[config.mk]
export PLATFORM = sky130hd
export DESIGN_NAME = byte_stream_tokenizer
export DESIGN_NICKNAME = d
export VERILOG_FILES = /design/src/hdl/bst_pkg.sv /design/src/hdl/bst_front.sv /design/src/hdl/bst_fifo.sv /design/src/hdl/bst_back.sv /design/src/hdl/byte_stream_tokenizer.sv
export SDC_FILE = /design/constraint.sdc
export NUM_CORES = 1
export LEC_CHECK = 0
export ABC_AREA = 0
export BUFFER_PORTS_ARGS = -buffer_cell sky130_fd_sc_hd__buf_2
export CORE_MARGIN = 5
export CORE_UTILIZATION = 69
export CTS_CLUSTER_DIAMETER = 40
export DETAILED_ROUTE_END_ITERATION = 8
export GPL_TIMING_DRIVEN = 0
export PLACE_DENSITY = 0.88
export SLEW_MARGIN = 10
export SYNTH_ARGS = -nofsm -noshare
export SYNTH_HDL_FRONTEND = slang
export SYNTH_HIERARCHICAL = 1
export SYNTH_SLANG_ARGS = --single-unit
export TNS_END_PERCENT = 5
[constraint.sdc]
create_clock -name clk_i -period 29.6 [get_ports clk_i]
set_input_delay 2.96 -clock clk_i [delete_from_list [all_inputs] [get_ports clk_i]]
set_output_delay 2.96 -clock clk_i [all_outputs]
set_load 0.05 [all_outputs]
[src/hdl/bst_pkg.sv]
// ----------------------------------------------------------------------------
// bst_pkg
// Shared constants of the byte stream tokenizer: widths, keyword tables.
// ----------------------------------------------------------------------------
package bst_pkg;

  localparam int unsigned OFFSET_BITS_DEF = 24;
  localparam int unsigned LINE_BITS_DEF   = 20;
  localparam int unsigned COLUMN_BITS_DEF = 16;
  localparam int unsigned QUEUE_DEPTH     = 2;

  localparam int unsigned KIND_W = 5;
  localparam int unsigned IVAL_W = 31;
  localparam int unsigned NKW    = 10;

  localparam logic [4:0] KIND_INT    = 5'd26;
  localparam logic [4:0] KIND_STRING = 5'd27;
  localparam logic [4:0] KIND_IDENT  = 5'd29;
  localparam logic [4:0] KIND_EOF    = 5'd30;
  localparam logic [4:0] KIND_ERROR  = 5'd31;
  localparam logic [4:0] KIND_LPAREN = 5'd0;
  localparam logic [4:0] KIND_RPAREN = 5'd1;
  localparam logic [4:0] KIND_COLON  = 5'd17;

  localparam logic [1:0] ERR_UNTERM = 2'd1;
  localparam logic [1:0] ERR_BANG   = 2'd2;
  localparam logic [1:0] ERR_SYMBOL = 2'd3;

  localparam logic [2:0] KW_LEN [NKW] = '{3'd4, 3'd5, 3'd2, 3'd4, 3'd4,
                                          3'd3, 3'd3, 3'd3, 3'd3, 3'd4};
  localparam logic [4:0] KW_KIND [NKW] = '{5'd28, 5'd28, 5'd18, 5'd19, 5'd20,
                                           5'd21, 5'd22, 5'd23, 5'd24, 5'd25};

  function automatic logic [7:0] kw_char(input logic [3:0] k, input logic [2:0] i);
    logic [39:0] txt;
    case (k)
      4'd0:    txt = "true ";
      4'd1:    txt = "false";
      4'd2:    txt = "if   ";
      4'd3:    txt = "else ";
      4'd4:    txt = "then ";
      4'd5:    txt = "end  ";
      4'd6:    txt = "not  ";
      4'd7:    txt = "var  ";
      4'd8:    txt = "int  ";
      default: txt = "bool ";
    endcase
    case (i)
      3'd0:    kw_char = txt[39:32];
      3'd1:    kw_char = txt[31:24];
      3'd2:    kw_char = txt[23:16];
      3'd3:    kw_char = txt[15:8];
      default: kw_char = txt[7:0];
    endcase
  endfunction

endpackage

[src/hdl/bst_front.sv]
// ----------------------------------------------------------------------------
// bst_front
// Scanner: a byte a cycle unless stalled; updates state, forms up to 2 tokens.
// ----------------------------------------------------------------------------
module bst_front
  import bst_pkg::*;
#(
  parameter int unsigned OFFSET_BITS = OFFSET_BITS_DEF,
  parameter int unsigned LINE_BITS   = LINE_BITS_DEF,
  parameter int unsigned COLUMN_BITS = COLUMN_BITS_DEF,
  localparam int unsigned TOK_W  = KIND_W + IVAL_W + 1 + 2 * OFFSET_BITS + LINE_BITS
                                   + COLUMN_BITS + 2 + 8,
  localparam int unsigned PAIR_W = 2 + 2 * TOK_W
) (
  input  logic              clk_i,
  input  logic              rst_ni,
  input  logic              byte_valid_i,
  output logic              byte_ready_o,
  input  logic [7:0]        byte_i,
  output logic              pair_valid_o,
  input  logic              pair_ready_i,
  output logic [PAIR_W-1:0] pair_o
);

  typedef enum logic [2:0] {
    MODE_IDLE, MODE_WORD, MODE_NUM, MODE_STR, MODE_OP
  } mode_e;

  mode_e                  mode_q, mode_d;
  logic [7:0]             pend_q, pend_d;
  logic [NKW-1:0]         kwm_q, kwm_d;
  logic [OFFSET_BITS-1:0] wlen_q, wlen_d;
  logic [IVAL_W-1:0]      acc_q, acc_d;
  logic                   asat_q, asat_d, ddone_q, ddone_d, halt_q, halt_d;
  logic [LINE_BITS-1:0]   sl_q, sl_d, cl_q, cl_d;
  logic [COLUMN_BITS-1:0] sc_q, sc_d, cc_q, cc_d;
  logic [OFFSET_BITS-1:0] so_q, so_d, co_q, co_d;

  logic                   a_v, b_v, cons, run_idle, fire;
  logic [TOK_W-1:0]       a_tok, b_tok;
  logic [7:0]             c;
  logic [IVAL_W+3:0]      prod;

  function automatic logic [TOK_W-1:0] make_tok(
    input logic [4:0] kind, input logic [IVAL_W-1:0] ival, input logic sat,
    input logic [OFFSET_BITS-1:0] off, input logic [OFFSET_BITS-1:0] len,
    input logic [LINE_BITS-1:0] line, input logic [COLUMN_BITS-1:0] col,
    input logic [1:0] err, input logic [7:0] bad);
    make_tok = {bad, err, col, line, len, off, sat, ival, kind};
  endfunction

  function automatic logic [NKW-1:0] next_kwm(input logic [NKW-1:0] m,
                                              input logic [OFFSET_BITS-1:0] wl,
                                              input logic [7:0] ch);
    logic [NKW-1:0] r;
    r = m;
    for (int k = 0; k < NKW; k++) begin
      if (wl >= OFFSET_BITS'(KW_LEN[k]) || kw_char(4'(k), wl[2:0]) != ch) begin
        r[k] = 1'b0;
      end
    end
    next_kwm = r;
  endfunction

  function automatic logic [4:0] op_kind(input logic [7:0] s, input logic eq);
    case (s)
      "=":     op_kind = eq ? 5'd3 : 5'd2;
      "!":     op_kind = 5'd4;
      "<":     op_kind = eq ? 5'd6 : 5'd5;
      ">":     op_kind = eq ? 5'd8 : 5'd7;
      "+":     op_kind = eq ? 5'd10 : 5'd9;
      "-":     op_kind = eq ? 5'd12 : 5'd11;
      "*":     op_kind = eq ? 5'd14 : 5'd13;
      default: op_kind = eq ? 5'd16 : 5'd15;
    endcase
  endfunction

  function automatic logic [OFFSET_BITS-1:0] inc_o(input logic [OFFSET_BITS-1:0] v);
    inc_o = (&v) ? v : v + 1'b1;
  endfunction

  logic is_space, is_digit, is_alpha, is_wordch;
  assign c         = byte_i;
  assign is_space  = (c == " ") || (c >= 8'd9 && c <= 8'd13);
  assign is_digit  = (c >= "0") && (c <= "9");
  assign is_alpha  = (c >= "a" && c <= "z") || (c >= "A" && c <= "Z");
  assign is_wordch = is_alpha || is_digit || (c == "_");
  assign prod      = {acc_q, 3'b000} + {2'b00, acc_q, 1'b0} + (IVAL_W+4)'(c - "0");

  assign byte_ready_o = pair_ready_i;
  assign fire         = byte_valid_i && byte_ready_o;

  always_comb begin
    mode_d = mode_q; pend_d = pend_q; kwm_d = kwm_q; wlen_d = wlen_q;
    acc_d = acc_q; asat_d = asat_q; ddone_d = ddone_q; halt_d = halt_q;
    sl_d = sl_q; sc_d = sc_q; so_d = so_q; cl_d = cl_q; cc_d = cc_q; co_d = co_q;
    a_v = 1'b0; b_v = 1'b0; a_tok = '0; b_tok = '0; cons = 1'b0; run_idle = 1'b0;
    if (halt_q) begin
      if (c == 8'd0) begin
        halt_d = 1'b0;
        mode_d = MODE_IDLE; pend_d = '0; kwm_d = '1; wlen_d = '0; acc_d = '0;
        asat_d = 1'b0; ddone_d = 1'b0; sl_d = '0; sc_d = '0; so_d = '0;
        cl_d = '0; cc_d = '0; co_d = '0;
      end
    end else begin
      unique case (mode_q)
        MODE_WORD: begin
          if (is_wordch) begin
            kwm_d = next_kwm(kwm_q, wlen_q, c);
            wlen_d = inc_o(wlen_q);
            cons = 1'b1;
          end else begin
            a_v = 1'b1;
            a_tok = make_tok(KIND_IDENT, '0, 1'b0, so_q, wlen_q, sl_q, sc_q, 2'd0, 8'd0);
            for (int k = NKW - 1; k >= 0; k--) begin
              if (kwm_q[k] && wlen_q == OFFSET_BITS'(KW_LEN[k])) begin
                a_tok = make_tok(KW_KIND[k], IVAL_W'(k == 0), 1'b0, '0, '0, sl_q, sc_q,
                                 2'd0, 8'd0);
              end
            end
            mode_d = MODE_IDLE;
            run_idle = 1'b1;
          end
        end
        MODE_NUM: begin
          if (is_wordch) begin
            if (!ddone_q && is_digit) begin
              if (prod > (IVAL_W+4)'({IVAL_W{1'b1}})) begin
                acc_d = '1;
                asat_d = 1'b1;
              end else begin
                acc_d = prod[IVAL_W-1:0];
              end
            end else begin
              ddone_d = 1'b1;
            end
            cons = 1'b1;
          end else begin
            a_v = 1'b1;
            a_tok = make_tok(KIND_INT, acc_q, asat_q, '0, '0, sl_q, sc_q, 2'd0, 8'd0);
            mode_d = MODE_IDLE;
            run_idle = 1'b1;
          end
        end
        MODE_STR: begin
          if (c == 8'd0) begin
            a_v = 1'b1;
            a_tok = make_tok(KIND_ERROR, '0, 1'b0, '0, '0, sl_q, sc_q, ERR_UNTERM, 8'd0);
            mode_d = MODE_IDLE; pend_d = '0; kwm_d = '1; wlen_d = '0; acc_d = '0;
            asat_d = 1'b0; ddone_d = 1'b0; sl_d = '0; sc_d = '0; so_d = '0;
            cl_d = '0; cc_d = '0; co_d = '0;
          end else if (c == "\"") begin
            a_v = 1'b1;
            a_tok = make_tok(KIND_STRING, '0, 1'b0, so_q, wlen_q, sl_q, sc_q, 2'd0, 8'd0);
            mode_d = MODE_IDLE;
            cons = 1'b1;
          end else begin
            wlen_d = inc_o(wlen_q);
            cons = 1'b1;
          end
        end
        MODE_OP: begin
          a_v = 1'b1;
          if (c == "=") begin
            a_tok = make_tok(op_kind(pend_q, 1'b1), '0, 1'b0, '0, '0, sl_q, sc_q,
                             2'd0, 8'd0);
            mode_d = MODE_IDLE;
            cons = 1'b1;
          end else if (pend_q == "!") begin
            a_tok = make_tok(KIND_ERROR, '0, 1'b0, '0, '0, sl_q, sc_q, ERR_BANG, "!");
            if (c == 8'd0) begin
              mode_d = MODE_IDLE; pend_d = '0; kwm_d = '1; wlen_d = '0; acc_d = '0;
              asat_d = 1'b0; ddone_d = 1'b0; sl_d = '0; sc_d = '0; so_d = '0;
              cl_d = '0; cc_d = '0; co_d = '0;
            end else begin
              halt_d = 1'b1;
            end
          end else begin
            a_tok = make_tok(op_kind(pend_q, 1'b0), '0, 1'b0, '0, '0, sl_q, sc_q,
                             2'd0, 8'd0);
            mode_d = MODE_IDLE;
            run_idle = 1'b1;
          end
        end
        default: begin
          mode_d = MODE_IDLE;
          run_idle = 1'b1;
        end
      endcase

      if (run_idle) begin
        if (is_space) begin
          cons = 1'b1;
        end else begin
          sl_d = cl_q; sc_d = cc_q; so_d = co_q;
          if (c == "\"") begin
            so_d = inc_o(co_q);
            wlen_d = '0;
            mode_d = MODE_STR;
            cons = 1'b1;
          end else if (is_digit) begin
            acc_d = IVAL_W'(c - "0");
            asat_d = 1'b0;
            ddone_d = 1'b0;
            mode_d = MODE_NUM;
            cons = 1'b1;
          end else if (is_alpha) begin
            kwm_d = next_kwm('1, '0, c);
            wlen_d = OFFSET_BITS'(1);
            mode_d = MODE_WORD;
            cons = 1'b1;
          end else if (c == "(" || c == ")" || c == ":") begin
            b_v = 1'b1;
            b_tok = make_tok(c == "(" ? KIND_LPAREN : (c == ")" ? KIND_RPAREN : KIND_COLON),
                             '0, 1'b0, '0, '0, cl_q, cc_q, 2'd0, 8'd0);
            cons = 1'b1;
          end else if (c == "=" || c == "!" || c == "<" || c == ">" ||
                       c == "+" || c == "-" || c == "*" || c == "/") begin
            pend_d = c;
            mode_d = MODE_OP;
            cons = 1'b1;
          end else if (c == 8'd0) begin
            b_v = 1'b1;
            b_tok = make_tok(KIND_EOF, '0, 1'b0, '0, '0, cl_q, cc_q, 2'd0, 8'd0);
            mode_d = MODE_IDLE; pend_d = '0; kwm_d = '1; wlen_d = '0; acc_d = '0;
            asat_d = 1'b0; ddone_d = 1'b0; sl_d = '0; sc_d = '0; so_d = '0;
            cl_d = '0; cc_d = '0; co_d = '0;
          end else begin
            b_v = 1'b1;
            b_tok = make_tok(KIND_ERROR, '0, 1'b0, '0, '0, cl_q, cc_q, ERR_SYMBOL, c);
            halt_d = 1'b1;
          end
        end
      end

      if (cons) begin
        if (c == "\n") begin
          cc_d = '0;
          cl_d = (&cl_q) ? cl_q : cl_q + 1'b1;
        end else begin
          cc_d = (&cc_q) ? cc_q : cc_q + 1'b1;
        end
        co_d = inc_o(co_q);
      end
    end
  end

  always_comb begin
    pair_valid_o = fire && (a_v || b_v);
    if (a_v && b_v) begin
      pair_o = {2'd2, b_tok, a_tok};
    end else if (a_v) begin
      pair_o = {2'd1, {TOK_W{1'b0}}, a_tok};
    end else begin
      pair_o = {2'd1, {TOK_W{1'b0}}, b_tok};
    end
  end

  always_ff @(posedge clk_i or negedge rst_ni) begin
    if (!rst_ni) begin
      mode_q <= MODE_IDLE; pend_q <= '0; kwm_q <= '1; wlen_q <= '0; acc_q <= '0;
      asat_q <= 1'b0; ddone_q <= 1'b0; halt_q <= 1'b0;
      sl_q <= '0; sc_q <= '0; so_q <= '0; cl_q <= '0; cc_q <= '0; co_q <= '0;
    end else if (fire) begin
      mode_q <= mode_d; pend_q <= pend_d; kwm_q <= kwm_d; wlen_q <= wlen_d;
      acc_q <= acc_d; asat_q <= asat_d; ddone_q <= ddone_d; halt_q <= halt_d;
      sl_q <= sl_d; sc_q <= sc_d; so_q <= so_d; cl_q <= cl_d; cc_q <= cc_d; co_q <= co_d;
    end
  end

endmodule

[src/hdl/bst_fifo.sv]
// ----------------------------------------------------------------------------
// bst_fifo
// Short register queue between scanner and output stage.
// ----------------------------------------------------------------------------
module bst_fifo
  import bst_pkg::*;
#(
  parameter int unsigned WIDTH = 8,
  parameter int unsigned DEPTH = QUEUE_DEPTH,
  localparam int unsigned PW = (DEPTH > 1) ? $clog2(DEPTH) : 1,
  localparam int unsigned CW = $clog2(DEPTH + 1)
) (
  input  logic             clk_i,
  input  logic             rst_ni,
  input  logic             push_valid_i,
  output logic             push_ready_o,
  input  logic [WIDTH-1:0] push_data_i,
  output logic             pop_valid_o,
  input  logic             pop_ready_i,
  output logic [WIDTH-1:0] pop_data_o
);

  logic [WIDTH-1:0] mem_q [DEPTH];
  logic [PW-1:0]    wr_q, rd_q;
  logic [CW-1:0]    cnt_q;
  logic             push, pop;

  assign push_ready_o = (cnt_q != CW'(DEPTH));
  assign pop_valid_o  = (cnt_q != '0);
  assign pop_data_o   = mem_q[rd_q];
  assign push         = push_valid_i && push_ready_o;
  assign pop          = pop_valid_o && pop_ready_i;

  always_ff @(posedge clk_i) begin
    if (push) begin
      mem_q[wr_q] <= push_data_i;
    end
  end

  always_ff @(posedge clk_i or negedge rst_ni) begin
    if (!rst_ni) begin
      wr_q <= '0; rd_q <= '0; cnt_q <= '0;
    end else begin
      if (push) begin
        wr_q <= (wr_q == PW'(DEPTH - 1)) ? '0 : wr_q + 1'b1;
      end
      if (pop) begin
        rd_q <= (rd_q == PW'(DEPTH - 1)) ? '0 : rd_q + 1'b1;
      end
      cnt_q <= cnt_q + CW'(push) - CW'(pop);
    end
  end

  a_cnt_bound: assert property (@(posedge clk_i) disable iff (!rst_ni)
    cnt_q <= CW'(DEPTH)) else $error("queue overfilled");
  a_cnt_track: assert property (@(posedge clk_i) disable iff (!rst_ni)
    (push && !pop) |=> cnt_q == $past(cnt_q) + 1'b1) else $error("count lost a push");
  a_ptr_eq: assert property (@(posedge clk_i) disable iff (!rst_ni)
    (cnt_q == '0) |-> wr_q == rd_q) else $error("pointers differ on empty");

endmodule

[src/hdl/bst_back.sv]
// ----------------------------------------------------------------------------
// bst_back
// Output stage: unpacks token pairs into single output beats.
// ----------------------------------------------------------------------------
module bst_back
  import bst_pkg::*;
#(
  parameter int unsigned TOK_W = 8,
  localparam int unsigned PAIR_W = 2 + 2 * TOK_W
) (
  input  logic              clk_i,
  input  logic              rst_ni,
  input  logic              pair_valid_i,
  output logic              pair_ready_o,
  input  logic [PAIR_W-1:0] pair_i,
  output logic              tok_valid_o,
  input  logic              tok_ready_i,
  output logic [TOK_W-1:0]  tok_o,
  output logic              tok_last_o
);

  logic [PAIR_W-1:0] pair_q;
  logic              full_q, sel_q;
  logic              two, done;

  assign two          = (pair_q[PAIR_W-1 -: 2] == 2'd2);
  assign tok_valid_o  = full_q;
  assign tok_o        = sel_q ? pair_q[2*TOK_W-1:TOK_W] : pair_q[TOK_W-1:0];
  assign tok_last_o   = sel_q || !two;
  assign done         = full_q && tok_ready_i && tok_last_o;
  assign pair_ready_o = !full_q || done;

  always_ff @(posedge clk_i) begin
    if (pair_valid_i && pair_ready_o) begin
      pair_q <= pair_i;
    end
  end

  always_ff @(posedge clk_i or negedge rst_ni) begin
    if (!rst_ni) begin
      full_q <= 1'b0;
      sel_q  <= 1'b0;
    end else if (pair_ready_o) begin
      full_q <= pair_valid_i;
      sel_q  <= 1'b0;
    end else if (tok_ready_i) begin
      sel_q <= 1'b1;
    end
  end

  a_sel_two: assert property (@(posedge clk_i) disable iff (!rst_ni)
    sel_q |-> (full_q && two)) else $error("second beat of a single pair");
  a_adv: assert property (@(posedge clk_i) disable iff (!rst_ni)
    (full_q && tok_ready_i && !tok_last_o) |=> (sel_q && full_q))
    else $error("pair did not advance");
  a_hold: assert property (@(posedge clk_i) disable iff (!rst_ni)
    (full_q && !tok_ready_i) |=> $stable(sel_q)) else $error("beat moved while stalled");

endmodule

[src/hdl/byte_stream_tokenizer.sv]
// ----------------------------------------------------------------------------
// byte_stream_tokenizer
// Streaming lexer: source bytes in, tokens with position and value out.
// ----------------------------------------------------------------------------
// One source byte is taken per cycle while the queue has room; a scanner
// updates the lexer state in that cycle and forms the zero, one or two
// tokens that byte completes. These pass through a two-entry queue to an
// output stage that sends one token per beat, so the sustained rate is one
// byte per cycle while tokens are at most one per byte. A zero byte ends the
// source; after an error the block drops bytes up to and including the next
// zero byte. Token kind travels on tuser.
// ----------------------------------------------------------------------------
module byte_stream_tokenizer
  import bst_pkg::*;
#(
  parameter int unsigned OFFSET_BITS = OFFSET_BITS_DEF,
  parameter int unsigned LINE_BITS   = LINE_BITS_DEF,
  parameter int unsigned COLUMN_BITS = COLUMN_BITS_DEF,
  localparam int unsigned TOK_W   = KIND_W + IVAL_W + 1 + 2 * OFFSET_BITS + LINE_BITS
                                    + COLUMN_BITS + 2 + 8,
  localparam int unsigned RAW_W   = TOK_W - KIND_W,
  localparam int unsigned TDATA_W = ((RAW_W + 7) / 8) * 8,
  localparam int unsigned PAIR_W  = 2 + 2 * TOK_W
) (
  input  logic               clk_i,
  input  logic               rst_ni,
  input  logic               s_axis_tvalid,
  output logic               s_axis_tready,
  input  logic [7:0]         s_axis_tdata,   // src_byte
  output logic               m_axis_tvalid,
  input  logic               m_axis_tready,
  // int_value, number_saturated, tok_offset, tok_length, tok_line, tok_column,
  // error_code, bad_char, zero pad
  output logic [TDATA_W-1:0] m_axis_tdata,
  output logic [4:0]         m_axis_tuser,   // token_kind
  output logic               m_axis_tlast
);

  logic              pv, pr, qv, qr;
  logic [PAIR_W-1:0] pd, qd;
  logic [TOK_W-1:0]  tok;

  bst_front #(
    .OFFSET_BITS(OFFSET_BITS), .LINE_BITS(LINE_BITS), .COLUMN_BITS(COLUMN_BITS)
  ) u_front (
    .clk_i, .rst_ni,
    .byte_valid_i(s_axis_tvalid), .byte_ready_o(s_axis_tready), .byte_i(s_axis_tdata),
    .pair_valid_o(pv), .pair_ready_i(pr), .pair_o(pd)
  );

  bst_fifo #(.WIDTH(PAIR_W), .DEPTH(QUEUE_DEPTH)) u_fifo (
    .clk_i, .rst_ni,
    .push_valid_i(pv), .push_ready_o(pr), .push_data_i(pd),
    .pop_valid_o(qv), .pop_ready_i(qr), .pop_data_o(qd)
  );

  bst_back #(.TOK_W(TOK_W)) u_back (
    .clk_i, .rst_ni,
    .pair_valid_i(qv), .pair_ready_o(qr), .pair_i(qd),
    .tok_valid_o(m_axis_tvalid), .tok_ready_i(m_axis_tready),
    .tok_o(tok), .tok_last_o(m_axis_tlast)
  );

  assign m_axis_tuser = tok[KIND_W-1:0];
  assign m_axis_tdata = TDATA_W'(tok[TOK_W-1:KIND_W]);

endmodule

==> impl_metrics.xml <==
<?xml version="1.0" encoding="UTF-8"?>
<metrics>
  <group name="power">
    <metric name="peakVddDrop" unit="µV">94.4</metric>
    <metric name="total_leakage_power" unit="µW">0.0201</metric>
    <metric name="p_per_area" unit="nW/µm²">93.5</metric>
  </group>
  <group name="logic_synthesis">
    <metric name="ys_top_cells_by_count" unit="">sky130_fd_sc_hd__edfxtp_1 (792), sky130_fd_sc_hd__mux2_2 (391), sky130_fd_sc_hd__nand2_1 (305)</metric>
    <metric name="most_repeated_cell_in_the_gate_level_netlist_after_synthesis" unit="">sky130_fd_sc_hd__edfxtp_1</metric>
    <metric name="ys.warnings.count" unit="">6</metric>
    <metric name="post_synth.cell_area_avg" unit="µm²">13.1</metric>
    <metric name="synth.cell_area" unit="µm²">46700</metric>
    <metric name="synth_edf_count" unit="">792</metric>
    <metric name="yosysUniqueCellTypes" unit="">98</metric>
    <metric name="synth_cells" unit="">3579</metric>
    <metric name="postSynth.asyncResetShare" unit="">0.206</metric>
    <metric name="yosysTopAreaCell" unit="">sky130_fd_sc_hd__edfxtp_1</metric>
    <metric name="postSynth.topFlopCell" unit="">sky130_fd_sc_hd__edfxtp_1</metric>
    <metric name="postSynthRegisterBits" unit="">997</metric>
    <metric name="yosysTopAreaCellShare" unit="">0.509</metric>
    <metric name="synth_seq_area_share" unit="">0.619</metric>
    <metric name="netlist_top_cells_area" unit="">sky130_fd_sc_hd__edfxtp_1 (51%), sky130_fd_sc_hd__dfrtp_1 (10%), sky130_fd_sc_hd__mux2_2 (9.4%), sky130_fd_sc_hd__nand2_1 (2.5%), sky130_fd_sc_hd__a21oi_1 (2.2%)</metric>
  </group>
  <group name="floorplan">
    <metric name="floorplan.die_area" unit="µm²">73000</metric>
    <metric name="floorplan.rows" unit="">95</metric>
    <metric name="chipHeight" unit="µm">270</metric>
    <metric name="initial_utilization" unit="">0.696</metric>
    <metric name="top_level_ports" unit="">148</metric>
    <metric name="floorplan.die.width" unit="µm">270</metric>
    <metric name="area_of_the_core" unit="µm²">67200</metric>
  </group>
  <group name="cts">
    <metric name="clk_transition_reported_paths" unit="ns">0.06</metric>
    <metric name="clock_sinks" unit="">997</metric>
    <metric name="holdBufCountCts" unit="">0</metric>
    <metric name="cts-buffers-inserted" unit="">116</metric>
    <metric name="ctsLongestPathBuffers" unit="">3</metric>
    <metric name="h-tree-depth" unit="">3</metric>
    <metric name="cts_setup_buffers" unit="">0</metric>
    <metric name="root_buffer" unit="">sky130_fd_sc_hd__clkbuf_16</metric>
    <metric name="cts_resized" unit="">0</metric>
    <metric name="worstSkewPairLatency" unit="ns">0.69</metric>
    <metric name="cts_tree" unit="">yes</metric>
  </group>
  <group name="global_route">
    <metric name="grt_util_all_layers" unit="">0.349</metric>
    <metric name="grt_first_pass_wirelength" unit="µm">197000</metric>
    <metric name="globalRoute.totalOverflow" unit="">0</metric>
    <metric name="grt_antenna_before_repair" unit="">3</metric>
    <metric name="grt_max_degree" unit="">106</metric>
    <metric name="first_global_vias" unit="">33076</metric>
  </group>
  <group name="finish">
    <metric name="finish.net_count" unit="">4044</metric>
    <metric name="layout-drive-gt1-share" unit="">0.243</metric>
    <metric name="fillers" unit="">3564</metric>
    <metric name="utilization" unit="">0.797</metric>
    <metric name="antenna_cells_inserted" unit="">0</metric>
    <metric name="multiInputGateArea" unit="µm²">16200</metric>
    <metric name="sequential_cell_area" unit="µm²">28900</metric>
    <metric name="area_growth_syn_to_layout" unit="%">14.6</metric>
  </group>
  <group name="timing">
    <metric name="hold_viol" unit="">0</metric>
    <metric name="totalNegativeSetupSlack" unit="ns">0</metric>
    <metric name="layout_worst_path_cycle_share" unit="">0.325</metric>
    <metric name="max_clock_freq" unit="MHz">104</metric>
    <metric name="setup_violations" unit="">0</metric>
    <metric name="grt_setup_unrepaired" unit="">no</metric>
    <metric name="max_clock_skew" unit="ns">0.0268</metric>
    <metric name="timing.max_slew.rel_slack" unit="">0.0200</metric>
    <metric name="layout_min_cycle_time" unit="ns">9.61</metric>
    <metric name="hold_worst_slack" unit="ns">0.478</metric>
    <metric name="final-max-slew-violation-count" unit="">0</metric>
    <metric name="worst_slew_pin_slew" unit="ns">1.47</metric>
  </group>
  <group name="worst_setup_path">
    <metric name="worst_setup_path_start_kind" unit="">primary input</metric>
    <metric name="critical_path_arrival" unit="ns">9.98</metric>
    <metric name="worstPathMaxFanout" unit="">28</metric>
    <metric name="endpoint_kind" unit="">flop</metric>
    <metric name="worst-endpoint-required" unit="ns">29.97</metric>
    <metric name="worstSetupPathType" unit="">in -&gt; reg</metric>
  </group>
  <group name="routing">
    <metric name="routed_via_count" unit="">32877</metric>
    <metric name="drt.antenna.violating_nets" unit="">0</metric>
    <metric name="wire_per_inst" unit="µm">26.3</metric>
    <metric name="viasPerCell" unit="">6.68</metric>
    <metric name="wirelength" unit="µm">130000</metric>
    <metric name="post-route-drc-count" unit="">0</metric>
    <metric name="drt_first_iter_violations" unit="">4724</metric>
    <metric name="drt_first_pass_iters" unit="">7</metric>
  </group>
  <group name="status">
    <metric name="status" unit="">finished clean</metric>
  </group>
  <group name="job">
    <metric name="max_cap_viol_count" unit="">0</metric>
  </group>
  <group name="placed_design">
    <metric name="place.gp.congestion" unit="">0.990</metric>
    <metric name="io_buffers" unit="">144</metric>
    <metric name="hpwl" unit="µm">85200</metric>
  </group>
  <group name="min_path">
    <metric name="hold_path_class" unit="">reg -&gt; reg</metric>
  </group>
</metrics>
## stage by stage
step / cells / instance area [µm²] / worst slack, ns / power (µW)
4_1_cts: 4924 / 53500 / 20.27 / 5010
6_report: 4924 / 53500 / 19.99 / 5010
3_3_place_gp: 4676 / 48800 / 3.31 / 3580
3_5_place_dp: 4706 / 49600 / 19.63 / 3530
2_1_floorplan: 3659 / 47000 / 11.77 / 3150
5_1_grt: 4924 / 53500 / 19.76 / 5170
## sequential cells by signal (all words and copies together), names as in the netlist, 10 cells and up
name,flops
u_front/sc_q,16
u_front/so_q,24
u_front/sl_q,20
u_front/acc_q,31
u_back/pair_q,264
u_front/wlen_q,24
u_front/cl_q,20
u_fifo/mem_q,528
u_front/kwm_q,10
u_front/cc_q,16
u_front/co_q,24
## layout by cell type (no fill, tap or decap), types with 37 or more instances in the layout
| cell type | netlist | routed |
|---|---|---|
| sky130_fd_sc_hd__a21oi_1 | 203 | 203 |
| sky130_fd_sc_hd__a22o_1 | 64 | 64 |
| sky130_fd_sc_hd__and2_1 | 102 | 102 |
| sky130_fd_sc_hd__and3_1 | 91 | 90 |
| sky130_fd_sc_hd__buf_2 | 43 | 186 |
| sky130_fd_sc_hd__buf_4 | 88 | 88 |
| sky130_fd_sc_hd__buf_6 | 37 | 37 |
| sky130_fd_sc_hd__clkbuf_1 | 112 | 130 |
| sky130_fd_sc_hd__clkbuf_16 | 0 | 117 |
| sky130_fd_sc_hd__conb_1 | 2 | 82 |
| sky130_fd_sc_hd__dfrtp_1 | 195 | 195 |
| sky130_fd_sc_hd__edfxtp_1 | 792 | 792 |
| sky130_fd_sc_hd__ha_1 | 51 | 51 |
| sky130_fd_sc_hd__inv_1 | 50 | 49 |
| sky130_fd_sc_hd__mux2_2 | 391 | 391 |
| sky130_fd_sc_hd__nand2_1 | 305 | 305 |
| sky130_fd_sc_hd__nand3_1 | 66 | 66 |
| sky130_fd_sc_hd__nor2_1 | 149 | 148 |
| sky130_fd_sc_hd__nor3_1 | 84 | 84 |
| sky130_fd_sc_hd__o21ai_0 | 176 | 176 |
## metal layers
layer,track usage,vias to the layer above,wire [µm]
met4,0.154,4,6520
li1,-,14079,-
met5,0,-,17
met1,0.467,16080,48000
met3,0.0855,496,14400
met2,0.554,2218,60600
## area by class of cell
class                           instances  share of cell area
Clock buffer                          138              0.0567
Timing Repair Buffer                  174              0.0268
Sequential cell                       997               0.540
Inverter                               54             0.00379
Buffer                                291              0.0328
Clock inverter                         80              0.0175
Multi-Input combinational cell       2317               0.302
Tap cell                              873              0.0204
## power breakdown
| part | internal (µW) | switching [µW] |
|---|---|---|
| Sequential | 1790 | 104 |
| Combinational | 550 | 1100 |
| Clock | 855 | 607 |
## final timing paths
path | from | end | slack, ns | cells past startpoint
min in group asynchronous | rst_ni | u_front/sl_q[16] | 2.11 | 1
max in group asynchronous | rst_ni | u_front/so_q[6] | 26.16 | 3
max reg2reg | u_front/mode_q[1] | u_fifo/mem_q[0][159] | 23.72 | 17
min reg2reg | u_front/so_q[17] | u_front/so_q[17] | 0.48 | 2
max | s_axis_tdata[4] | u_fifo/mem_q[0][162] | 19.99 | 22
min | u_front/so_q[17] | u_front/so_q[17] | 0.48 | 2
## critical path: stages
cell	delay [ns]
sky130_fd_sc_hd__buf_2	0.21
sky130_fd_sc_hd__clkbuf_1	0.51
sky130_fd_sc_hd__clkbuf_1	0.61
sky130_fd_sc_hd__inv_1	0.23
sky130_fd_sc_hd__ha_1	0.26
sky130_fd_sc_hd__buf_2	0.18
sky130_fd_sc_hd__or3b_1	0.30
sky130_fd_sc_hd__nor3_1	0.08
sky130_fd_sc_hd__a211oi_2	0.39
sky130_fd_sc_hd__nand3_1	0.25
sky130_fd_sc_hd__a21o_1	0.37
sky130_fd_sc_hd__nor3_2	0.40
sky130_fd_sc_hd__a31oi_1	0.20
sky130_fd_sc_hd__clkbuf_1	0.34
sky130_fd_sc_hd__nor2_1	0.48
sky130_fd_sc_hd__nand2_1	0.23
sky130_fd_sc_hd__nor2_4	0.71
sky130_fd_sc_hd__buf_12	0.30
sky130_fd_sc_hd__buf_12	0.23
sky130_fd_sc_hd__buf_12	0.22
sky130_fd_sc_hd__buf_16	0.20
sky130_fd_sc_hd__buf_12	0.22
## logic make-up after synthesis
family | synth area share
xor+xnor | 0.00900
fa+ha+maj | 0.0265
buf+inv | 0.0419
flops | 0.619
simple gates | 0.104
compound gates | 0.102
mux | 0.0965
other cells | 0.000161
(Power assumes the default switching activity.)
